$ cat src/rtl/ace_pkg.sv
`default_nettype none

package ace_pkg;

	// stream and config port widths
	localparam int unsigned IN_DATA_W  = 136;
	localparam int unsigned IN_USER_W  = 1;
	localparam int unsigned OUT_DATA_W = 96;
	localparam int unsigned OUT_USER_W = 3;
	localparam int unsigned CFG_IDX_W  = 3;
	localparam int unsigned CFG_DATA_W = 24;

	// register indexes
	localparam logic [CFG_IDX_W-1:0] REG_BLEND_WEIGHT = 3'd0;
	localparam logic [CFG_IDX_W-1:0] REG_VEL_LEAK     = 3'd1;
	localparam logic [CFG_IDX_W-1:0] REG_VEL_GAIN     = 3'd2;
	localparam logic [CFG_IDX_W-1:0] REG_DEADBAND     = 3'd3;
	localparam logic [CFG_IDX_W-1:0] REG_MAX_AGE      = 3'd4;

	// register reset values
	localparam logic [16:0] BLEND_WEIGHT_RST = 17'd58982;
	localparam logic [16:0] VEL_LEAK_RST     = 17'd65208;
	localparam logic [23:0] VEL_GAIN_RST     = 24'd65536;
	localparam logic [19:0] DEADBAND_RST     = 20'd2621;
	localparam logic [15:0] MAX_AGE_RST      = 16'd50;

	// fixed point constants
	localparam logic [16:0] ONE_Q16     = 17'd65536;
	localparam logic [19:0] GRAVITY_Q16 = 20'd642908;

	// item kinds
	localparam logic CMD_ACCEL    = 1'b0;
	localparam logic CMD_ESTIMATE = 1'b1;

	// sequencer states
	typedef enum logic [22:0] {
		ST_IDLE     = 23'h000001,
		ST_ACC_DB   = 23'h000002,
		ST_ACC_M1   = 23'h000004,
		ST_ACC_R1   = 23'h000008,
		ST_ACC_M2   = 23'h000010,
		ST_ACC_R2   = 23'h000020,
		ST_ACC_M3   = 23'h000040,
		ST_ACC_R3   = 23'h000080,
		ST_EST_M1   = 23'h000100,
		ST_EST_R1   = 23'h000200,
		ST_EST_M2   = 23'h000400,
		ST_EST_M3   = 23'h000800,
		ST_EST_R2   = 23'h001000,
		ST_EST_M4   = 23'h002000,
		ST_EST_M5   = 23'h004000,
		ST_EST_R3   = 23'h008000,
		ST_EST_R4   = 23'h010000,
		ST_EST_R5   = 23'h020000,
		ST_EST_DIFF = 23'h040000,
		ST_DIV_SET  = 23'h080000,
		ST_DIV_STEP = 23'h100000,
		ST_DIV_END  = 23'h200000,
		ST_DONE     = 23'h400000
	} state_t;

endpackage

`default_nettype wire

$ cat src/rtl/altitude_complementary_estimator_core.sv
// accel item: ACC_DB, ACC_M1 to ACC_R3, then DONE; a new beat is taken only back in IDLE
// estimate item: EST_M1 through EST_DIFF, then DIV_SET and the steps of the restoring
// divider of the rate, which are skipped when step_time is zero or the rate saturates
// all products go through one shared 32x24 multiplier under the sequencer
// arst_n low clears the sequencer, the output valid flag, altitude, velocity,
// previous altitude and surface mode, and loads the register defaults
`default_nettype none

module altitude_complementary_estimator_core (
	input  logic                              clk,
	input  logic                              arst_n,
	input  logic                              s_axis_tvalid,
	output logic                              s_axis_tready,
	// accel_z, range_distance, range_timestamp, current_tick, step_time, zero pad
	input  logic [ace_pkg::IN_DATA_W-1:0]     s_axis_tdata,
	// cmd
	input  logic [ace_pkg::IN_USER_W-1:0]     s_axis_tuser,
	output logic                              m_axis_tvalid,
	input  logic                              m_axis_tready,
	// altitude, vertical_rate, integrated_velocity
	output logic [ace_pkg::OUT_DATA_W-1:0]    m_axis_tdata,
	// surface_mode, sample_fresh, rate_invalid
	output logic [ace_pkg::OUT_USER_W-1:0]    m_axis_tuser,
	input  logic                              cfg_wr_en,
	input  logic [ace_pkg::CFG_IDX_W-1:0]     cfg_index,
	input  logic [ace_pkg::CFG_DATA_W-1:0]    cfg_data
);
	import ace_pkg::*;

	// saturate to signed 32 bits
	function automatic logic [31:0] sat32(input logic signed [47:0] v);
		if (v > 48'sd2147483647) begin
			return 32'h7fff_ffff;
		end else if (v < -48'sd2147483648) begin
			return 32'h8000_0000;
		end
		return v[31:0];
	endfunction

	state_t state_q;
	logic [4:0] cnt_q;

	// configuration, weights stored already capped at one
	logic [16:0] blend_q;
	logic [16:0] leak_q;
	logic [23:0] gain_q;
	logic [19:0] deadband_q;
	logic [15:0] max_age_q;

	// kept estimator state
	logic [31:0] alt_q;
	logic [31:0] vel_q;
	logic [31:0] prev_q;
	logic        surface_q;

	// captured beat
	logic        cmd_q;
	logic [20:0] acc_q;
	logic [21:0] dist_q;
	logic [31:0] stamp_q;
	logic [31:0] now_q;
	logic [23:0] dt_q;

	// working registers
	logic [55:0]        prod_q;
	logic [55:0]        lo_q;
	logic [20:0]        dbm_q;
	logic               neg_q;
	logic [20:0]        tm_q;
	logic [39:0]        a1m_q;
	logic [39:0]        advm_q;
	logic               adv_neg_q;
	logic signed [48:0] term_q;
	logic signed [48:0] sum_q;
	logic signed [33:0] f_q;
	logic signed [32:0] diff_q;
	logic [23:0]        rem_q;
	logic [31:0]        div_q;
	logic               rate_neg_q;
	logic [31:0]        rate_q;
	logic               fresh_q;
	logic               invalid_q;

	// output register
	logic        out_valid_q;
	logic [31:0] out_alt_q;
	logic [31:0] out_rate_q;
	logic [31:0] out_vel_q;
	logic [2:0]  out_flags_q;

	logic        in_beat;
	logic        out_free;
	logic [31:0] mul_a;
	logic [23:0] mul_b;

	assign in_beat       = s_axis_tvalid && s_axis_tready;
	assign out_free      = !out_valid_q || m_axis_tready;
	assign s_axis_tready = (state_q == ST_IDLE);
	assign m_axis_tvalid = out_valid_q;
	assign m_axis_tdata  = {out_vel_q, out_rate_q, out_alt_q};
	assign m_axis_tuser  = out_flags_q;

	// magnitudes of the kept values
	logic [31:0] vel_mag;
	logic [31:0] alt_mag;
	assign vel_mag = vel_q[31] ? (~vel_q + 32'd1) : vel_q;
	assign alt_mag = alt_q[31] ? (~alt_q + 32'd1) : alt_q;

	// deadband on acceleration magnitude
	logic [20:0] acc_mag;
	logic [20:0] db_mag;
	assign acc_mag = acc_q[20] ? (~acc_q + 21'd1) : acc_q;
	assign db_mag  = (acc_mag < {1'b0, deadband_q}) ? 21'd0 : (acc_mag - {1'b0, deadband_q});

	// shared round-to-nearest of the product by 2^16 and 2^24
	logic [56:0] rnd16;
	logic [44:0] rnd24;
	assign rnd16 = {1'b0, prod_q} + 57'h0_8000;
	assign rnd24 = prod_q[44:0] + 45'h80_0000;

	// velocity plus scaled acceleration
	logic signed [33:0] dv_pos;
	logic signed [33:0] dv_s;
	logic signed [33:0] vel_sum;
	assign dv_pos  = $signed({9'b0, rnd16[40:16]});
	assign dv_s    = neg_q ? -dv_pos : dv_pos;
	assign vel_sum = $signed({{2{vel_q[31]}}, vel_q}) + dv_s;

	// leaked velocity
	logic signed [32:0] leak_pos;
	logic signed [32:0] leak_s;
	assign leak_pos = $signed({1'b0, rnd16[47:16]});
	assign leak_s   = vel_q[31] ? -leak_pos : leak_pos;

	// range sample age
	logic [31:0] age;
	logic        fresh_now;
	assign age       = now_q - stamp_q;
	assign fresh_now = (age <= {16'b0, max_age_q});

	// altitude advance, low and high partial products
	logic [63:0] adv_full;
	logic [63:0] adv_rnd;
	assign adv_full = {8'b0, lo_q} + {prod_q[31:0], 32'b0};
	assign adv_rnd  = adv_full + 64'h80_0000;

	// rounding of the blended sum
	logic [48:0] sum_mag;
	logic [48:0] sum_rnd;
	logic signed [33:0] f_pos;
	assign sum_mag = sum_q[48] ? 49'(-sum_q) : 49'(sum_q);
	assign sum_rnd = sum_mag + 49'h8000;
	assign f_pos   = $signed({1'b0, sum_rnd[48:16]});

	// new altitude with the advance applied
	logic signed [47:0] alt_base;
	logic signed [47:0] adv_ext;
	logic signed [47:0] alt_new;
	assign alt_base = fresh_q ? 48'(f_q) : 48'($signed(alt_q));
	assign adv_ext  = $signed({8'b0, advm_q});
	assign alt_new  = adv_neg_q ? (alt_base - adv_ext) : (alt_base + adv_ext);

	// divider setup
	logic [32:0] diff_mag;
	logic [24:0] div_hi;
	logic        div_ovf;
	assign diff_mag = diff_q[32] ? 33'(-diff_q) : 33'(diff_q);
	assign div_hi   = diff_mag[32:8];
	assign div_ovf  = (div_hi >= {1'b0, dt_q});

	// one restoring divider step
	logic [24:0] div_r;
	logic        div_ge;
	logic [24:0] div_sub;
	assign div_r   = {rem_q, div_q[31]};
	assign div_ge  = (div_r >= {1'b0, dt_q});
	assign div_sub = div_r - {1'b0, dt_q};

	// shared multiplier operand select
	always_comb begin
		mul_a = 32'd0;
		mul_b = 24'd0;
		unique case (state_q)
			ST_ACC_M1: begin
				mul_a = {11'b0, dbm_q};
				mul_b = dt_q;
			end
			ST_ACC_M2: begin
				mul_a = {11'b0, tm_q};
				mul_b = {4'b0, GRAVITY_Q16};
			end
			ST_ACC_M3: begin
				mul_a = vel_mag;
				mul_b = {7'b0, leak_q};
			end
			ST_EST_M1: begin
				mul_a = vel_mag;
				mul_b = gain_q;
			end
			ST_EST_M2: begin
				mul_a = a1m_q[31:0];
				mul_b = dt_q;
			end
			ST_EST_M3: begin
				mul_a = {24'b0, a1m_q[39:32]};
				mul_b = dt_q;
			end
			ST_EST_M4: begin
				mul_a = alt_mag;
				mul_b = {7'b0, blend_q};
			end
			ST_EST_M5: begin
				mul_a = {10'b0, dist_q};
				mul_b = {7'b0, ONE_Q16 - blend_q};
			end
			default: begin
				mul_a = 32'd0;
				mul_b = 24'd0;
			end
		endcase
	end

	// sequencer, kept state and configuration
	always_ff @(posedge clk or negedge arst_n) begin
		if (!arst_n) begin
			state_q     <= ST_IDLE;
			cnt_q       <= 5'd0;
			out_valid_q <= 1'b0;
			alt_q       <= 32'd0;
			vel_q       <= 32'd0;
			prev_q      <= 32'd0;
			surface_q   <= 1'b0;
			blend_q     <= BLEND_WEIGHT_RST;
			leak_q      <= VEL_LEAK_RST;
			gain_q      <= VEL_GAIN_RST;
			deadband_q  <= DEADBAND_RST;
			max_age_q   <= MAX_AGE_RST;
		end else begin
			// register writes
			if (cfg_wr_en) begin
				unique case (cfg_index)
					REG_BLEND_WEIGHT: blend_q <= (cfg_data[16:0] > ONE_Q16) ? ONE_Q16 : cfg_data[16:0];
					REG_VEL_LEAK:     leak_q  <= (cfg_data[16:0] > ONE_Q16) ? ONE_Q16 : cfg_data[16:0];
					REG_VEL_GAIN:     gain_q  <= cfg_data;
					REG_DEADBAND:     deadband_q <= cfg_data[19:0];
					REG_MAX_AGE:      max_age_q  <= cfg_data[15:0];
					default: ;
				endcase
			end

			// result beat taken, unless a new one is loaded below
			if (m_axis_tvalid && m_axis_tready && state_q != ST_DONE) begin
				out_valid_q <= 1'b0;
			end

			unique case (state_q)
				ST_IDLE: begin
					if (in_beat) begin
						state_q <= (s_axis_tuser[0] == CMD_ESTIMATE) ? ST_EST_M1 : ST_ACC_DB;
					end
				end
				ST_ACC_DB: state_q <= ST_ACC_M1;
				ST_ACC_M1: state_q <= ST_ACC_R1;
				ST_ACC_R1: state_q <= ST_ACC_M2;
				ST_ACC_M2: state_q <= ST_ACC_R2;
				ST_ACC_R2: begin
					vel_q   <= sat32(48'(vel_sum));
					state_q <= ST_ACC_M3;
				end
				ST_ACC_M3: state_q <= ST_ACC_R3;
				ST_ACC_R3: begin
					vel_q   <= sat32(48'(leak_s));
					state_q <= ST_DONE;
				end
				ST_EST_M1: state_q <= ST_EST_R1;
				ST_EST_R1: begin
					surface_q <= surface_q | fresh_now;
					state_q   <= ST_EST_M2;
				end
				ST_EST_M2: state_q <= ST_EST_M3;
				ST_EST_M3: state_q <= ST_EST_R2;
				ST_EST_R2: begin
					priority if (fresh_q) begin
						state_q <= ST_EST_M4;
					end else if (!surface_q) begin
						state_q <= ST_EST_R5;
					end else begin
						state_q <= ST_EST_DIFF;
					end
				end
				ST_EST_M4: state_q <= ST_EST_M5;
				ST_EST_M5: state_q <= ST_EST_R3;
				ST_EST_R3: state_q <= ST_EST_R4;
				ST_EST_R4: state_q <= ST_EST_R5;
				ST_EST_R5: begin
					alt_q   <= sat32(alt_new);
					state_q <= ST_EST_DIFF;
				end
				ST_EST_DIFF: begin
					prev_q  <= alt_q;
					state_q <= ST_DIV_SET;
				end
				ST_DIV_SET: begin
					cnt_q <= 5'd0;
					if (dt_q == 24'd0 || div_ovf) begin
						state_q <= ST_DONE;
					end else begin
						state_q <= ST_DIV_STEP;
					end
				end
				ST_DIV_STEP: begin
					cnt_q <= cnt_q + 5'd1;
					if (cnt_q == 5'd31) begin
						state_q <= ST_DIV_END;
					end
				end
				ST_DIV_END: state_q <= ST_DONE;
				ST_DONE: begin
					if (out_free) begin
						out_valid_q <= 1'b1;
						state_q     <= ST_IDLE;
					end
				end
				default: state_q <= ST_IDLE;
			endcase
		end
	end

	// datapath registers
	always_ff @(posedge clk) begin
		prod_q <= mul_a * mul_b;

		unique case (state_q)
			ST_IDLE: begin
				if (in_beat) begin
					cmd_q     <= s_axis_tuser[0];
					acc_q     <= s_axis_tdata[20:0];
					dist_q    <= s_axis_tdata[42:21];
					stamp_q   <= s_axis_tdata[74:43];
					now_q     <= s_axis_tdata[106:75];
					dt_q      <= s_axis_tdata[130:107];
					rate_q    <= 32'd0;
					fresh_q   <= 1'b0;
					invalid_q <= 1'b0;
				end
			end
			ST_ACC_DB: begin
				dbm_q <= db_mag;
				neg_q <= acc_q[20];
			end
			ST_ACC_R1: tm_q <= rnd24[44:24];
			ST_EST_R1: begin
				a1m_q     <= rnd16[55:16];
				adv_neg_q <= vel_q[31];
				fresh_q   <= fresh_now;
			end
			ST_EST_M3: lo_q <= prod_q;
			ST_EST_R2: advm_q <= adv_rnd[63:24];
			ST_EST_M5: begin
				term_q <= alt_q[31] ? -$signed({1'b0, prod_q[47:0]})
				                    : $signed({1'b0, prod_q[47:0]});
			end
			ST_EST_R3: sum_q <= term_q + $signed({1'b0, prod_q[47:0]});
			ST_EST_R4: f_q <= sum_q[48] ? -f_pos : f_pos;
			ST_EST_DIFF: begin
				diff_q <= $signed({alt_q[31], alt_q}) - $signed({prev_q[31], prev_q});
			end
			ST_DIV_SET: begin
				rate_neg_q <= diff_q[32];
				rem_q      <= div_hi[23:0];
				div_q      <= {diff_mag[7:0], 24'b0};
				priority if (dt_q == 24'd0) begin
					invalid_q <= 1'b1;
					rate_q    <= 32'd0;
				end else if (div_ovf) begin
					rate_q <= diff_q[32] ? 32'h8000_0000 : 32'h7fff_ffff;
				end
			end
			ST_DIV_STEP: begin
				rem_q <= div_ge ? div_sub[23:0] : div_r[23:0];
				div_q <= {div_q[30:0], div_ge};
			end
			ST_DIV_END: begin
				priority if (!rate_neg_q) begin
					rate_q <= div_q[31] ? 32'h7fff_ffff : div_q;
				end else if (div_q > 32'h8000_0000) begin
					rate_q <= 32'h8000_0000;
				end else begin
					rate_q <= ~div_q + 32'd1;
				end
			end
			ST_DONE: begin
				if (out_free) begin
					out_alt_q   <= alt_q;
					out_rate_q  <= (cmd_q == CMD_ESTIMATE) ? rate_q : 32'd0;
					out_vel_q   <= vel_q;
					out_flags_q <= {invalid_q, fresh_q, surface_q};
				end
			end
			default: ;
		endcase
	end

endmodule

`default_nettype wire
$ cat config.mk
export PLATFORM = sky130hd
export DESIGN_NAME = altitude_complementary_estimator_core
export DESIGN_NICKNAME = d
export VERILOG_FILES = /design/src/rtl/ace_pkg.sv /design/src/rtl/altitude_complementary_estimator_core.sv
export SDC_FILE = /design/constraint.sdc
export NUM_CORES = 2
export LEC_CHECK = 0
export ABC_AREA = 1
export BUFFER_PORTS_ARGS = -buffer_cell sky130_fd_sc_hd__buf_2
export CORE_UTILIZATION = 45
export DETAILED_ROUTE_END_ITERATION = 12
export PLACE_DENSITY = 0.58
export SETUP_SLACK_MARGIN = 0.3
export SYNTH_ARGS = -nofsm -noshare
export SYNTH_HDL_FRONTEND = slang
export SYNTH_SLANG_ARGS = --single-unit
export TNS_END_PERCENT = 1
$ cat constraint.sdc
create_clock -name clk -period 24 [get_ports clk]
set_input_delay 3.6 -clock clk [delete_from_list [all_inputs] [get_ports clk]]
set_output_delay 3.6 -clock clk [all_outputs]
set_load 0.05 [all_outputs]
==> flow_summary.json <==
{
  "dp_cells": 13500,
  "core-area_um2": 190000,
  "start_kind": "flip-flop",
  "die-width_um": 439,
  "ys_top_cells_by_area": "edfxtp_1, fa_1, nand2_1",
  "final_cell_mix": "nand2_1, inv_1, nor2_1, fa_1, edfxtp_1",
  "port_buffers": 264,
  "finalSetupTns_ns": 0,
  "cp_common_cell": "inv_1",
  "cp_slowest_cell": "a31oi_2",
  "top_layer_used": "met5",
  "cts_buffers": 108,
  "synth_top_area_frac": 0.225,
  "wl_per_cell_um": 22.5,
  "dr.pass1.iters": 8,
  "routed-via-count": 74800,
  "async_reset_ff_frac": 0.239,
  "yosysWarnings": 0,
  "cap_viol_max_count": 0,
  "yosys.area.top_type": "edfxtp_1",
  "grt_pass1_wl_um": 457000,
  "areaGrowthSynthToFinish_pct": 9.42,
  "rsz0062_at_grt": "no",
  "grt_max_degree": 91,
  "synth_ff_type": "edfxtp_1",
  "cts_root_buf": "clkbuf_16",
  "synth-edff-count": 644,
  "drive_gt1_frac": 0.0665,
  "max-vdd-ir-drop_mv": 0.0631,
  "hold_violations": 0,
  "clk_path_buf_depth": 3,
  "hp-start": "prev_q[31]",
  "syn-num-nets": 12200,
  "arrival_ns": 11.90,
  "dpl.hpwl_um": 246000,
  "avgSynthCellArea_um2": 7.92,
  "setup_violations": 0,
  "p_leak_nw": 47.2,
  "ys_seq_area_frac": 0.302,
  "hold_depth": 2,
  "path_max_fanout": 18,
  "skew_ns": 0.0680,
  "drv_slew": 0,
  "insertion_delay_ns": 0.79,
  "post_cts_buffers": 0,
  "finalWirelength_um": 308000,
  "cts_resized": 0,
  "layout_commonest_cell": "nand2_1",
  "drt_iter0_drc": 6863,
  "period_minus_slack_ns": 11.25,
  "slowest_delay_ns": 0.86,
  "max_freq_ghz": 0.0889,
  "gr-total-overflow": 0,
  "wl_met2_um": 140000,
  "ant_nets": 0,
  "syn-cell-area_um2": 86100,
  "grt_pass1_vias": 72800,
  "slew_headroom": 0.130,
  "startpoint": "state_q[0]",
  "final_nets": 12400,
  "die-area_um2": 193000,
  "grt_usage": 0.317,
  "cts_hold_buf": 0,
  "place.gp.congestion": 0.992,
  "reg2reg_depth": 40,
  "run_status": "finished clean",
  "initial_utilization": 0.453,
  "antenna_found_initial": 18,
  "min_path_type": "reg -> reg",
  "num_rows": 160,
  "nFillCells": 18800,
  "synth_cell_types": 83,
  "crit_type": "reg -> reg",
  "cp-end-kind": "flip-flop",
  "powerDensity_nw_per_um2": 58.9,
  "clock_sinks": 920,
  "die_h_um": 439,
  "met1_length_um": 128000,
  "io_pins": 270,
  "drc": 0,
  "htree_levels": 3,
  "tritoncts": "done",
  "viasPerCell": 5.47,
  "critPathRequiredTime_ns": 24.65,
  "fin_crit_sh": 0.469,
  "r2r-start": "state_q[0]",
  "route.met3.wl_um": 24200,
  "finalNonFillerCells": 13700,
  "clk_pin_slew_worst_paths_ns": 0.06,
  "ys_ff_latch": 920,
  "syn_inst": 10900,
  "worst_pin_slew_ns": 1.30
}
[report_power, final]
| part | total, mW | internal [mW] | switching (mW) |
|---|---|---|---|
| logic | 1.75 | 0.532 | 1.22 |
| registers | 1.99 | 1.89 | 0.107 |
| clock network | 1.80 | 1.06 | 0.742 |
| total | 5.55 | 3.48 | 2.07 |
[path summary, 6_finish.rpt]
kind / endpoint / slack [ns]
setup / recovery: prod_q[48] / 12.75
hold / removal: prev_q[31] / 0.48
setup reg to reg: prod_q[48] / 12.75
hold reg to reg: prev_q[31] / 0.48
max in group asynchronous: blend_q[0] / 19.49
min in group asynchronous: alt_q[5] / 2.84
[critical path: cells and delay by family, from the launching register on]
kind / cells / cell delay, ns
fa+ha+maj: 8 / 3.91
compound gates: 10 / 2.68
buf+inv: 13 / 2.60
simple gates: 8 / 1.15
flops: 1 / 0.55
xor+xnor: 1 / 0.15
[sequential cells by signal (all words and copies together), names as in the netlist, 24 cells and up]
name	cells
out_alt_q	32
dt_q	24
sum_q	49
gain_q	24
stamp_q	32
div_q	32
a1m_q	40
diff_q	33
vel_q	32
advm_q	40
f_q	34
out_vel_q	32
rate_q	32
prod_q	56
alt_q	32
prev_q	32
lo_q	33
out_rate_q	32
term_q	49
rem_q	24
now_q	32
[synthesized netlist by cell type (20+ instances only)]
cell type	number
nor2_1	1005
nand4_1	121
xnor2_1	183
dfstp_2	32
a21o_1	22
o21ai_0	587
a21oi_1	523
a21boi_0	28
nor4_1	62
edfxtp_1	644
nand3_1	386
nand2_1	2443
a31oi_1	84
o221ai_1	21
ha_1	499
inv_2	20
dfrtp_1	188
buf_2	82
dfxtp_1	56
a221oi_1	24
o211ai_1	42
o21a_1	31
nor3_1	132
nor2_2	21
o21bai_1	27
fa_1	665
o31ai_1	26
nand3b_1	39
clkbuf_1	181
or2_2	20
inv_1	2112
xor2_1	360
[stage by stage]
step | hold slack, ns | worst slack (ns) | utilization | instance area, um^2 | total power [mW]
floorplan | 0.400 | 14.27 | - | 86100 | 3.15
detailed placement | 0.473 | 12.95 | 0.475 | 90300 | 3.75
CTS | 0.488 | 12.88 | 0.495 | 94200 | 5.57
finish | 0.484 | 12.75 | 0.495 | 94200 | 5.55
global placement | 0.467 | 13.04 | 0.475 | 90300 | 3.73
global route | 0.501 | 12.19 | 0.495 | 94200 | 5.82
[per-layer routing]
metal,track usage,vias up
li1,-,34900
met1,0.420,36200
met2,0.510,3008
met3,0.0500,618
met4,0.142,12
met5,0,-
[cell families (layout without fill, tap and decap cells)]
logic type                 Yosys count  in the layout  synth area share
xor gates and xnor gates           548            548            0.0562
buffers and inverters             2438           2723             0.108
AOI/OAI and AO/OA                 1521           1521             0.101
adders and majority gates         1164           1164             0.227
other                                0              1                 0
muxes                                4              4          0.000523
and+or+nand+nor                   4276           4276             0.205
DFF                                920            920             0.302
[area by class of cell]
| cell class | count | area, um^2 | share of cell area |
|---|---|---|---|
| Antenna cell | 1 | 2.50 | 0.0000266 |
| Clock buffer | 122 | 2830 | 0.0300 |
| Clock inverter | 81 | 1050 | 0.0111 |
| Inverter | 2146 | 8060 | 0.0855 |
| Multi-Input combinational cell | 7513 | 51000 | 0.541 |
| Sequential cell | 920 | 26000 | 0.276 |
| Tap cell | 2511 | 3140 | 0.0334 |
| Timing Repair Buffer | 374 | 2160 | 0.0229 |
(Power assumes the default switching activity.)
